### src/rtl/qdec_pkg.sv
// Package for the quadrature decoder: item codes, command ops, result record,
// transition table and fixed constants. No dependencies.
package qdec_pkg;

	localparam int DEF_TIME_BITS       = 48;
	localparam int DEF_SPEED_FRAC_BITS = 8;
	localparam int QUEUE_DEPTH         = 2;
	localparam int QUOT_W              = 32;
	localparam int CFG_IDX_W           = 1;
	localparam int CFG_DATA_W          = 24;
	localparam int PORT_TIME_W         = 48;

	localparam logic [15:0] CPR_RESET     = 16'd4096;
	localparam logic [23:0] WINDOW_RESET  = 24'd100000;
	localparam logic [25:0] US_PER_MINUTE = 26'd60000000;
	localparam logic [30:0] PULSE_MAX     = 31'h7FFF_FFFF;
	localparam logic [31:0] SPEED_POS_MAX = 32'h7FFF_FFFF;
	localparam logic [31:0] SPEED_NEG_MAX = 32'h8000_0000;

	typedef enum logic [CFG_IDX_W-1:0] {
		REG_COUNTS_PER_REV = 1'b0,
		REG_SPEED_WINDOW   = 1'b1
	} reg_idx_t;

	typedef enum logic [1:0] {
		KIND_SAMPLE = 2'd0,
		KIND_INDEX  = 2'd1,
		KIND_SPEED  = 2'd2,
		KIND_CLEAR  = 2'd3
	} kind_t;

	typedef enum logic [2:0] {
		OP_HOLD  = 3'd0,
		OP_UP    = 3'd1,
		OP_DOWN  = 3'd2,
		OP_INDEX = 3'd3,
		OP_SPEED = 3'd4,
		OP_CLEAR = 3'd5
	} op_t;

	localparam int OP_W = $bits(op_t);

	// x4 transition table indexed by {prev_ab, cur_ab}: +1 cw, -1 ccw, 0 none
	localparam logic signed [1:0] STEP_TABLE [16] = '{
		2'sd0,  -2'sd1, 2'sd1,  2'sd0,
		2'sd1,  2'sd0,  2'sd0,  -2'sd1,
		-2'sd1, 2'sd0,  2'sd0,  2'sd1,
		2'sd0,  2'sd1,  -2'sd1, 2'sd0
	};

	typedef struct packed {
		logic signed [31:0] position;
		logic signed [31:0] revolutions;
		logic [30:0]        pulses_in_rev;
		logic               clockwise;
		logic signed [31:0] speed_rpm_q8;
		logic               speed_updated;
		logic [47:0]        index_time;
	} res_t;

endpackage

### src/rtl/qdec_fifo.sv
// Small first-in first-out queue with full/empty flags.
// Uses qdec_pkg only for its default depth.
module qdec_fifo import qdec_pkg::*; #(
	parameter int WIDTH = 8,
	parameter int DEPTH = QUEUE_DEPTH
) (
	input  logic             clk,
	input  logic             arst_n,
	input  logic             wr_en,
	input  logic [WIDTH-1:0] wr_data,
	input  logic             rd_en,
	output logic [WIDTH-1:0] rd_data,
	output logic             full,
	output logic             empty
);

	localparam int AW = (DEPTH > 1) ? $clog2(DEPTH) : 1;
	localparam int CW = $clog2(DEPTH + 1);

	logic [WIDTH-1:0] mem_q [DEPTH];
	logic [AW-1:0]    wr_ptr_q;
	logic [AW-1:0]    rd_ptr_q;
	logic [CW-1:0]    count_q;
	logic             do_wr;
	logic             do_rd;

	assign full    = (count_q == CW'(DEPTH));
	assign empty   = (count_q == '0);
	assign do_wr   = wr_en && !full;
	assign do_rd   = rd_en && !empty;
	assign rd_data = mem_q[rd_ptr_q];

	always_ff @(posedge clk) begin
		if (do_wr) begin
			mem_q[wr_ptr_q] <= wr_data;
		end
	end

	always_ff @(posedge clk or negedge arst_n) begin
		if (!arst_n) begin
			wr_ptr_q <= '0;
			rd_ptr_q <= '0;
			count_q  <= '0;
		end else begin
			if (do_wr) begin
				wr_ptr_q <= (wr_ptr_q == AW'(DEPTH - 1)) ? '0 : wr_ptr_q + 1'b1;
			end
			if (do_rd) begin
				rd_ptr_q <= (rd_ptr_q == AW'(DEPTH - 1)) ? '0 : rd_ptr_q + 1'b1;
			end
			if (do_wr && !do_rd) begin
				count_q <= count_q + 1'b1;
			end else if (do_rd && !do_wr) begin
				count_q <= count_q - 1'b1;
			end
		end
	end

endmodule

### src/rtl/qdec_front.sv
// Front end: accepts items, tracks the previous A/B state and classifies each
// item into a command op for the back end. Depends on qdec_pkg.
module qdec_front import qdec_pkg::*; #(
	parameter int TIME_BITS = DEF_TIME_BITS
) (
	input  logic                   clk,
	input  logic                   arst_n,
	input  logic                   push,
	input  logic                   q_full,
	input  logic [1:0]             kind,
	input  logic                   a_level,
	input  logic                   b_level,
	input  logic [PORT_TIME_W-1:0] time_us,
	output logic                   cmd_push,
	output op_t                    cmd_op,
	output logic [TIME_BITS-1:0]   cmd_time
);

	logic [1:0]        prev_ab_q;
	logic              primed_q;
	logic [1:0]        cur_ab;
	logic signed [1:0] step;
	kind_t             kind_c;

	assign kind_c   = kind_t'(kind);
	assign cur_ab   = {a_level, b_level};
	assign step     = STEP_TABLE[{prev_ab_q, cur_ab}];
	assign cmd_push = push && !q_full;
	assign cmd_time = TIME_BITS'(time_us);

	always_comb begin
		case (kind_c)
			KIND_SAMPLE: begin
				if (!primed_q || step == 2'sd0) begin
					cmd_op = OP_HOLD;
				end else if (step > 2'sd0) begin
					cmd_op = OP_UP;
				end else begin
					cmd_op = OP_DOWN;
				end
			end
			KIND_INDEX: cmd_op = OP_INDEX;
			KIND_SPEED: cmd_op = OP_SPEED;
			default:    cmd_op = OP_CLEAR;
		endcase
	end

	always_ff @(posedge clk or negedge arst_n) begin
		if (!arst_n) begin
			prev_ab_q <= 2'b00;
			primed_q  <= 1'b0;
		end else if (cmd_push && kind_c == KIND_SAMPLE) begin
			prev_ab_q <= cur_ab;
			primed_q  <= 1'b1;
		end
	end

endmodule

### src/rtl/qdec_div.sv
// Restoring divider, one quotient bit per cycle, QUOT_W bits.
// Quotient bit QUOT_W-1 set means the true quotient overflows. Depends on qdec_pkg.
module qdec_div import qdec_pkg::*; #(
	parameter int NUM_W = 66,
	parameter int DEN_W = 64
) (
	input  logic              clk,
	input  logic              arst_n,
	input  logic              start,
	input  logic [NUM_W-1:0]  num,
	input  logic [DEN_W-1:0]  den,
	output logic              done,
	output logic [QUOT_W-1:0] quot
);

	localparam int DIV_W = (NUM_W > DEN_W + QUOT_W - 1) ? NUM_W : DEN_W + QUOT_W - 1;
	localparam int CW    = $clog2(QUOT_W + 1);

	logic [NUM_W-1:0]  rem_q;
	logic [DIV_W-1:0]  dsh_q;
	logic [QUOT_W-1:0] quot_q;
	logic [CW-1:0]     cnt_q;
	logic              busy_q;
	logic              done_q;
	logic              ge;

	assign ge   = (DIV_W'(rem_q) >= dsh_q);
	assign done = done_q;
	assign quot = quot_q;

	always_ff @(posedge clk or negedge arst_n) begin
		if (!arst_n) begin
			rem_q  <= '0;
			dsh_q  <= '0;
			quot_q <= '0;
			cnt_q  <= '0;
			busy_q <= 1'b0;
			done_q <= 1'b0;
		end else begin
			done_q <= 1'b0;
			if (start) begin
				rem_q  <= num;
				dsh_q  <= DIV_W'(den) << (QUOT_W - 1);
				quot_q <= '0;
				cnt_q  <= CW'(QUOT_W);
				busy_q <= 1'b1;
			end else if (busy_q) begin
				if (ge) begin
					rem_q <= rem_q - NUM_W'(dsh_q);
				end
				quot_q <= {quot_q[QUOT_W-2:0], ge};
				dsh_q  <= dsh_q >> 1;
				cnt_q  <= cnt_q - 1'b1;
				if (cnt_q == CW'(1)) begin
					busy_q <= 1'b0;
					done_q <= 1'b1;
				end
			end
		end
	end

endmodule

### src/rtl/qdec_back.sv
// Back end: executes commands on the counter state, runs the speed sequence
// (multiplies, then qdec_div) and pushes one result per command. Depends on qdec_pkg.
module qdec_back import qdec_pkg::*; #(
	parameter int TIME_BITS       = DEF_TIME_BITS,
	parameter int SPEED_FRAC_BITS = DEF_SPEED_FRAC_BITS
) (
	input  logic                 clk,
	input  logic                 arst_n,
	input  logic                 cmd_valid,
	input  op_t                  cmd_op,
	input  logic [TIME_BITS-1:0] cmd_time,
	output logic                 cmd_pop,
	input  logic                 res_full,
	output logic                 res_push,
	output res_t                 res_data,
	input  logic [15:0]          cpr,
	input  logic [23:0]          win
);

	localparam int BASE_W = 58;
	localparam int NUM_W  = BASE_W + SPEED_FRAC_BITS;
	localparam int DEN_W  = TIME_BITS + 16;

	typedef enum logic [2:0] {
		ST_IDLE,
		ST_MUL_BASE,
		ST_MUL_LO,
		ST_MUL_HI,
		ST_DIV
	} state_t;

	state_t st_q, st_d;

	logic signed [31:0]   pos_q, pos_d;
	logic signed [31:0]   rev_q, rev_d;
	logic [30:0]          pulses_q, pulses_d;
	logic                 dir_q, dir_d;
	logic [TIME_BITS-1:0] idx_time_q, idx_time_d;
	logic [TIME_BITS-1:0] spd_time_q, spd_time_d;
	logic [31:0]          spd_cnt_q, spd_cnt_d;
	logic [31:0]          speed_q, speed_d;
	logic                 neg_q, neg_d;
	logic [31:0]          mag_q, mag_d;
	logic [TIME_BITS-1:0] dt_q, dt_d;
	logic [BASE_W-1:0]    base_q, base_d;
	logic [DEN_W-1:0]     den_q, den_d;
	logic                 div_start_q, div_start_d;

	logic [TIME_BITS-1:0] dt;
	logic [31:0]          dc;
	logic [15:0]          cpr_eff;
	logic [23:0]          win_eff;
	logic [63:0]          dt64;
	logic [47:0]          p_lo;
	logic [47:0]          p_hi;
	logic [BASE_W-1:0]    base_p;
	logic                 updated;
	logic                 div_done;
	logic [QUOT_W-1:0]    div_quot;
	logic [31:0]          sval;

	assign cpr_eff = (cpr == 16'd0) ? 16'd1 : cpr;
	assign win_eff = (win == 24'd0) ? 24'd1 : win;
	assign dt      = cmd_time - spd_time_q;
	assign dc      = pos_q - spd_cnt_q;
	assign dt64    = 64'(dt_q);
	assign p_lo    = 48'(dt64[31:0]) * 48'(cpr_eff);
	assign p_hi    = 48'(dt64[63:32]) * 48'(cpr_eff);
	assign base_p  = BASE_W'(mag_q) * BASE_W'(US_PER_MINUTE);

	qdec_div #(
		.NUM_W (NUM_W),
		.DEN_W (DEN_W)
	) u_div (
		.clk    (clk),
		.arst_n (arst_n),
		.start  (div_start_q),
		.num    (NUM_W'(base_q) << SPEED_FRAC_BITS),
		.den    (den_q),
		.done   (div_done),
		.quot   (div_quot)
	);

	// signed, saturated speed; a positive value flips when turning ccw
	always_comb begin
		if (neg_q) begin
			sval = div_quot[QUOT_W-1] ? SPEED_NEG_MAX : 32'(-div_quot);
		end else begin
			sval = div_quot[QUOT_W-1] ? SPEED_POS_MAX : div_quot;
		end
		if (!dir_q && sval != 32'd0 && !sval[31]) begin
			sval = -sval;
		end
	end

	always_comb begin
		st_d        = st_q;
		pos_d       = pos_q;
		rev_d       = rev_q;
		pulses_d    = pulses_q;
		dir_d       = dir_q;
		idx_time_d  = idx_time_q;
		spd_time_d  = spd_time_q;
		spd_cnt_d   = spd_cnt_q;
		speed_d     = speed_q;
		neg_d       = neg_q;
		mag_d       = mag_q;
		dt_d        = dt_q;
		base_d      = base_q;
		den_d       = den_q;
		div_start_d = 1'b0;
		cmd_pop     = 1'b0;
		res_push    = 1'b0;
		updated     = 1'b0;
		case (st_q)
			ST_IDLE: begin
				if (cmd_valid && !res_full) begin
					cmd_pop = 1'b1;
					case (cmd_op)
						OP_UP: begin
							pos_d    = pos_q + 32'sd1;
							dir_d    = 1'b1;
							if (pulses_q != PULSE_MAX) pulses_d = pulses_q + 31'd1;
							res_push = 1'b1;
						end
						OP_DOWN: begin
							pos_d    = pos_q - 32'sd1;
							dir_d    = 1'b0;
							if (pulses_q != PULSE_MAX) pulses_d = pulses_q + 31'd1;
							res_push = 1'b1;
						end
						OP_INDEX: begin
							pulses_d   = '0;
							rev_d      = dir_q ? rev_q + 32'sd1 : rev_q - 32'sd1;
							idx_time_d = cmd_time;
							res_push   = 1'b1;
						end
						OP_SPEED: begin
							if (dt >= TIME_BITS'(win_eff)) begin
								neg_d      = dc[31];
								mag_d      = dc[31] ? -dc : dc;
								dt_d       = dt;
								spd_cnt_d  = pos_q;
								spd_time_d = cmd_time;
								st_d       = ST_MUL_BASE;
							end else begin
								res_push = 1'b1;
							end
						end
						OP_CLEAR: begin
							pos_d     = '0;
							rev_d     = '0;
							pulses_d  = '0;
							spd_cnt_d = '0;
							speed_d   = '0;
							res_push  = 1'b1;
						end
						default: res_push = 1'b1;
					endcase
				end
			end
			ST_MUL_BASE: begin
				base_d = base_p;
				st_d   = ST_MUL_LO;
			end
			ST_MUL_LO: begin
				den_d = DEN_W'(p_lo);
				st_d  = ST_MUL_HI;
			end
			ST_MUL_HI: begin
				den_d       = DEN_W'({p_hi, 32'd0} + 80'(den_q));
				div_start_d = 1'b1;
				st_d        = ST_DIV;
			end
			ST_DIV: begin
				if (div_done) begin
					speed_d  = sval;
					updated  = 1'b1;
					res_push = 1'b1;
					st_d     = ST_IDLE;
				end
			end
			default: st_d = ST_IDLE;
		endcase
	end

	always_comb begin
		res_data.position      = pos_d;
		res_data.revolutions   = rev_d;
		res_data.pulses_in_rev = pulses_d;
		res_data.clockwise     = dir_d;
		res_data.speed_rpm_q8  = speed_d;
		res_data.speed_updated = updated;
		res_data.index_time    = PORT_TIME_W'(idx_time_d);
	end

	always_ff @(posedge clk or negedge arst_n) begin
		if (!arst_n) begin
			st_q        <= ST_IDLE;
			pos_q       <= '0;
			rev_q       <= '0;
			pulses_q    <= '0;
			dir_q       <= 1'b1;
			idx_time_q  <= '0;
			spd_time_q  <= '0;
			spd_cnt_q   <= '0;
			speed_q     <= '0;
			div_start_q <= 1'b0;
		end else begin
			st_q        <= st_d;
			pos_q       <= pos_d;
			rev_q       <= rev_d;
			pulses_q    <= pulses_d;
			dir_q       <= dir_d;
			idx_time_q  <= idx_time_d;
			spd_time_q  <= spd_time_d;
			spd_cnt_q   <= spd_cnt_d;
			speed_q     <= speed_d;
			div_start_q <= div_start_d;
		end
	end

	always_ff @(posedge clk) begin
		neg_q  <= neg_d;
		mag_q  <= mag_d;
		dt_q   <= dt_d;
		base_q <= base_d;
		den_q  <= den_d;
	end

endmodule

### src/rtl/quadrature_decoder_with_index_speed.sv
// x4 quadrature decoder with index and speed: top level.
// Uses qdec_pkg, qdec_fifo, qdec_front and qdec_back.
//
// Input channel: push/full. An item (kind, a_level, b_level, time_us) transfers
// on a clock edge with push high and full low. Kinds: A/B sample, index edge,
// speed request, clear.
// Result channel: empty/pop. Every item gives exactly one result; the oldest
// result sits on the result ports while empty is low and transfers on an edge
// with pop high.
// Configuration: cfg_we/cfg_index/cfg_wdata writes counts_per_rev (index 0)
// or speed_window_us (index 1); write only while idle.
// Timing: samples, index edges, clears and speed requests whose window has not
// elapsed pass through the command queue and the result queue; a speed
// recalculation runs three multiply steps, a divider load, the bit-per-cycle
// divider and a result write. Throughput is one item per cycle for the former
// while the result queue has room; a recalculation holds the back end meanwhile.
// A two-entry command queue and a two-entry result queue decouple the sides:
// the input keeps accepting while a result waits, until the command queue fills.
// Reset (asynchronous, active low) empties both queues, clears all counters,
// sets the direction to clockwise and loads the register defaults.
module quadrature_decoder_with_index_speed import qdec_pkg::*; #(
	parameter int TIME_BITS       = DEF_TIME_BITS,
	parameter int SPEED_FRAC_BITS = DEF_SPEED_FRAC_BITS
) (
	input  logic                   clk,
	input  logic                   arst_n,
	input  logic                   push,
	output logic                   full,
	input  logic [1:0]             kind,
	input  logic                   a_level,
	input  logic                   b_level,
	input  logic [PORT_TIME_W-1:0] time_us,
	output logic                   empty,
	input  logic                   pop,
	output logic signed [31:0]     position,
	output logic signed [31:0]     revolutions,
	output logic [30:0]            pulses_in_rev,
	output logic                   clockwise,
	output logic signed [31:0]     speed_rpm_q8,
	output logic                   speed_updated,
	output logic [PORT_TIME_W-1:0] index_time,
	input  logic                   cfg_we,
	input  logic [CFG_IDX_W-1:0]   cfg_index,
	input  logic [CFG_DATA_W-1:0]  cfg_wdata
);

	localparam int CMD_W = OP_W + TIME_BITS;

	logic [15:0]          cpr_q;
	logic [23:0]          win_q;
	logic                 cmd_push;
	op_t                  front_op;
	logic [TIME_BITS-1:0] front_time;
	logic [CMD_W-1:0]     cmd_rd;
	logic                 cmd_empty;
	logic                 cmd_pop;
	logic                 res_push;
	logic                 res_full;
	res_t                 res_wr;
	res_t                 res_rd;

	always_ff @(posedge clk or negedge arst_n) begin
		if (!arst_n) begin
			cpr_q <= CPR_RESET;
			win_q <= WINDOW_RESET;
		end else if (cfg_we) begin
			case (reg_idx_t'(cfg_index))
				REG_COUNTS_PER_REV: cpr_q <= cfg_wdata[15:0];
				REG_SPEED_WINDOW:   win_q <= cfg_wdata;
				default: ;
			endcase
		end
	end

	qdec_front #(
		.TIME_BITS (TIME_BITS)
	) u_front (
		.clk      (clk),
		.arst_n   (arst_n),
		.push     (push),
		.q_full   (full),
		.kind     (kind),
		.a_level  (a_level),
		.b_level  (b_level),
		.time_us  (time_us),
		.cmd_push (cmd_push),
		.cmd_op   (front_op),
		.cmd_time (front_time)
	);

	qdec_fifo #(
		.WIDTH (CMD_W),
		.DEPTH (QUEUE_DEPTH)
	) u_cmd_q (
		.clk     (clk),
		.arst_n  (arst_n),
		.wr_en   (cmd_push),
		.wr_data ({front_op, front_time}),
		.rd_en   (cmd_pop),
		.rd_data (cmd_rd),
		.full    (full),
		.empty   (cmd_empty)
	);

	qdec_back #(
		.TIME_BITS       (TIME_BITS),
		.SPEED_FRAC_BITS (SPEED_FRAC_BITS)
	) u_back (
		.clk       (clk),
		.arst_n    (arst_n),
		.cmd_valid (!cmd_empty),
		.cmd_op    (op_t'(cmd_rd[TIME_BITS +: OP_W])),
		.cmd_time  (cmd_rd[TIME_BITS-1:0]),
		.cmd_pop   (cmd_pop),
		.res_full  (res_full),
		.res_push  (res_push),
		.res_data  (res_wr),
		.cpr       (cpr_q),
		.win       (win_q)
	);

	qdec_fifo #(
		.WIDTH ($bits(res_t)),
		.DEPTH (QUEUE_DEPTH)
	) u_res_q (
		.clk     (clk),
		.arst_n  (arst_n),
		.wr_en   (res_push),
		.wr_data (res_wr),
		.rd_en   (pop),
		.rd_data (res_rd),
		.full    (res_full),
		.empty   (empty)
	);

	assign position      = res_rd.position;
	assign revolutions   = res_rd.revolutions;
	assign pulses_in_rev = res_rd.pulses_in_rev;
	assign clockwise     = res_rd.clockwise;
	assign speed_rpm_q8  = res_rd.speed_rpm_q8;
	assign speed_updated = res_rd.speed_updated;
	assign index_time    = res_rd.index_time;

endmodule

### config.mk
export PLATFORM = sky130hd
export DESIGN_NAME = quadrature_decoder_with_index_speed
export DESIGN_NICKNAME = d
export VERILOG_FILES = /design/src/rtl/qdec_pkg.sv /design/src/rtl/qdec_fifo.sv /design/src/rtl/qdec_front.sv /design/src/rtl/qdec_div.sv /design/src/rtl/qdec_back.sv /design/src/rtl/quadrature_decoder_with_index_speed.sv
export SDC_FILE = /design/constraint.sdc
export NUM_CORES = 2
export LEC_CHECK = 0
export BUFFER_PORTS_ARGS = -buffer_cell sky130_fd_sc_hd__buf_2
export CORE_MARGIN = 2
export CORE_UTILIZATION = 60
export CTS_CLUSTER_SIZE = 14
export DETAILED_ROUTE_END_ITERATION = 10
export GPL_TIMING_DRIVEN = 0
export PLACE_DENSITY = 0.8
export SLEW_MARGIN = 20
export SYNTH_ARGS = -nofsm -noshare
export SYNTH_HDL_FRONTEND = slang
export SYNTH_HIERARCHICAL = 1
export SYNTH_SLANG_ARGS = --single-unit
export TNS_END_PERCENT = 50
### constraint.sdc
create_clock -name clk -period 21.6 [get_ports clk]
set_input_delay 3.24 -clock clk [delete_from_list [all_inputs] [get_ports clk]]
set_output_delay 3.24 -clock clk [all_outputs]
set_load 0.1 [all_outputs]
==> flow_summary.ini <==
[outcome]
status = finished, final reports clean

[worst_setup_path]
cp.required_ps = 22100
critPathLaunchType = register
crit_type = register to register
cp_slowest_cell = clkbuf_1
ff2ff_setup_slack_ps = 11740
critPathMaxStageDelay_ps = 800
crit_top_cell = fa_1
rr_worst_depth = 31
r2r_end = u_back/den_q[63]$_SDFFCE_PN0N_
cp_max_fo = 10
crit_path_end_kind = register
r2r_start = cpr_q[14]$_DFFE_PN0P_
arrival_ps = 10360

[min_path]
whs_endpoint = u_back/u_div/dsh_q[51]$_DFFE_PN0P_
min_path_type = register to register
hold_depth = 2
min_from = u_back/den_q[20]$_DFFE_PP_

[routing]
route.vias.total = 70290
ant_nets = 0
first_pass_iters = 6
drt_iter0_markers = 6884
totalWireLength_mm = 254.2
wl_per_cell_um = 21.80
vias_per_cell = 6.028
route.detailed.drc = 0

[synthesis]
ys_top_cells_by_count = nand2_1 (1,131), inv_1 (1,098), fa_1 (812)
synthTopCellsByArea = edfxtp_1 (21%), fa_1 (17%), dfrtp_1 (13%)
async_flop_share = 0.4402
synthesis.area_um2 = 94650
yosysWarnings = 6
synth_top_area_share = 0.2065
synth.most_common_cell = nand2_1
syn_inst = 9114
synth_edf_count = 651
postSynthAreaPerCell_um2 = 10.39
seq_area_frac_synth = 0.3420
yosysUniqueCellTypes = 113
synth_top_cell_by_area = edfxtp_1
ys.flop_type = edfxtp_1
yosys_register_bits = 1163

[clock_network]
path_clk_slew_ps = 60
cts_hold_buffers = 0
post_cts_buffers = 0
root_buffer = clkbuf_16
cts_buffers = 120
clock-sinks = 1163
clk_latency_ps = 800
clockBufferDepth = 3
cts_tree = built
ctsResizeCount = 0
htreeDepth = 3

[sta]
grt_setup_unrepaired = no
setup_viol = 0
worst_slew_pin_slew_ps = 1156
skew_ps = 80.89
max_freq_mhz = 101.4
fin_crit_ps = 9858
hold_slack_ps = 455.4
fin_crit_sh = 0.4564
final_hold_viol_count = 0
final_max_slew_viol_count = 0
setup_tns_ps = 0
maxSlewHeadroom = 0.2295

[grt]
antenna_found_initial = 5
grt_max_degree = 94
grtUsageTotal = 0.3150
grt_pass1_wl_mm = 399.8
grt_pass1_vias = 71750
grt-ovfl-total = 0

[floorplan]
die_w_um = 401.2
core_um2 = 156400
start_util = 0.6052
dieArea_um2 = 160900
rows = 145
die_h_um = 401.2
pin_count = 261

[flow_run]
max_cap_viol_count = 0

[placement]
port-buffer-count = 212
place_congestion = 0.9801
dp.cells = 11430
dpl.hpwl_mm = 199.1

[finish]
final_cells = 11660
multi_input_area_um2 = 56150
register_area_um2 = 32370
fin_nets = 11110
syn_to_final_growth_pct = 8.928
fill_cells = 11910
drive_gt1_frac = 0.09978
[critical path: cells and delay by family (launching register included)]
kind	cells	cell delay, ps
AO/OA/AOI/OAI	12	2770
flip-flops	1	470
adder cells (fa/ha/maj)	8	3920
AND/OR/NAND/NOR	4	510
XOR/XNOR	2	380
buffers and inverters	5	1520
[worst max-delay path by stage]
stage / startpoint / depth (start not counted) / slack (ps) / to
2_1_floorplan: u_cmd_q/rd_ptr_q$_DFFE_PN0P_ / 26 / 8280 / u_res_q/mem_q[0][0]$_DFFE_PP_
3_3_place_gp: u_cmd_q/rd_ptr_q$_DFFE_PN0P_ / 26 / 2250 / u_res_q/mem_q[0][2]$_DFFE_PP_
3_5_place_dp: cpr_q[9]$_DFFE_PN0P_ / 35 / 11860 / u_back/den_q[63]$_SDFFCE_PN0N_
4_1_cts: cpr_q[9]$_DFFE_PN0P_ / 35 / 11840 / u_back/den_q[63]$_SDFFCE_PN0N_
5_1_grt: cpr_q[8]$_DFFE_PN0P_ / 33 / 11340 / u_back/den_q[63]$_SDFFCE_PN0N_
6_report: cpr_q[14]$_DFFE_PN0P_ / 31 / 11740 / u_back/den_q[63]$_SDFFCE_PN0N_
[sequential cells by signal, summed over array words and instances (netlist names), 48 cells and up]
register and cells:
u_res_q/mem_q 354, u_cmd_q/mem_q 102, u_back/u_div/dsh_q 95, u_back/u_div/rem_q 66, u_back/den_q 64, u_back/base_q 50, u_back/dt_q 48, u_back/idx_time_q 48
u_back/spd_time_q 48
[metrics by stage]
| step | setup slack [ps] | cell area, um^2 | utilization |
|---|---|---|---|
| 2_1_floorplan | 8278 | 94710 | - |
| 3_3_place_gp | 2251 | 98340 | 0.6288 |
| 3_5_place_dp | 11860 | 99020 | 0.6332 |
| 4_1_cts | 11840 | 103100 | 0.6592 |
| 5_1_grt | 11340 | 103100 | 0.6592 |
| 6_report | 11740 | 103100 | 0.6593 |
[final cells by class]
cell class | count | area share
multi-input combinational | 6457 | 0.5446
sequential | 1163 | 0.3140
inverter | 1099 | 0.04001
clock buffer | 157 | 0.03125
tap | 2058 | 0.02498
buffer | 410 | 0.02044
timing repair buffer | 242 | 0.01636
clock inverter | 73 | 0.008301
antenna | 2 | 0.00004854
[cells in the final DEF (no fill, tap or decap), types with 55 or more instances in the layout]
master and count:
clkbuf_16 120, nand2b_1 55, xnor2_1 213, mux2_4 180
nor2_1 426, buf_4 63, mux2_2 119, nand3_1 117
a21oi_1 410, ha_1 725, mux2i_1 148, xor2_1 162
edfxtp_1 651, clkbuf_1 287, a21o_1 159, nand2_1 1131
inv_1 1097, fa_1 812, dfrtp_1 504, and2_1 286
nand4_1 66, o21ai_0 413, buf_2 246, nor3_1 111
[logic make-up after synthesis]
kind of cell,Yosys count,share of synthesized area
AND/OR/NAND/NOR,2481,0.1221
AO/OA/AOI/OAI,1576,0.1062
adder cells (fa/ha/maj),1537,0.2676
buffers and inverters,1509,0.06583
flip-flops,1163,0.3420
multiplexers,471,0.06134
XOR/XNOR,376,0.03495
other,1,0.00003962
[layer usage]
layer / share of wire / track usage
met4: 0.043 / 0.1207
met2: 0.47 / 0.5087
met5: 0.00011 / 0
met3: 0.081 / 0.05760
met1: 0.41 / 0.4250
Power is not shown: default switching activity piles up to over one toggle a cycle in this logic, so the estimate is an artifact.
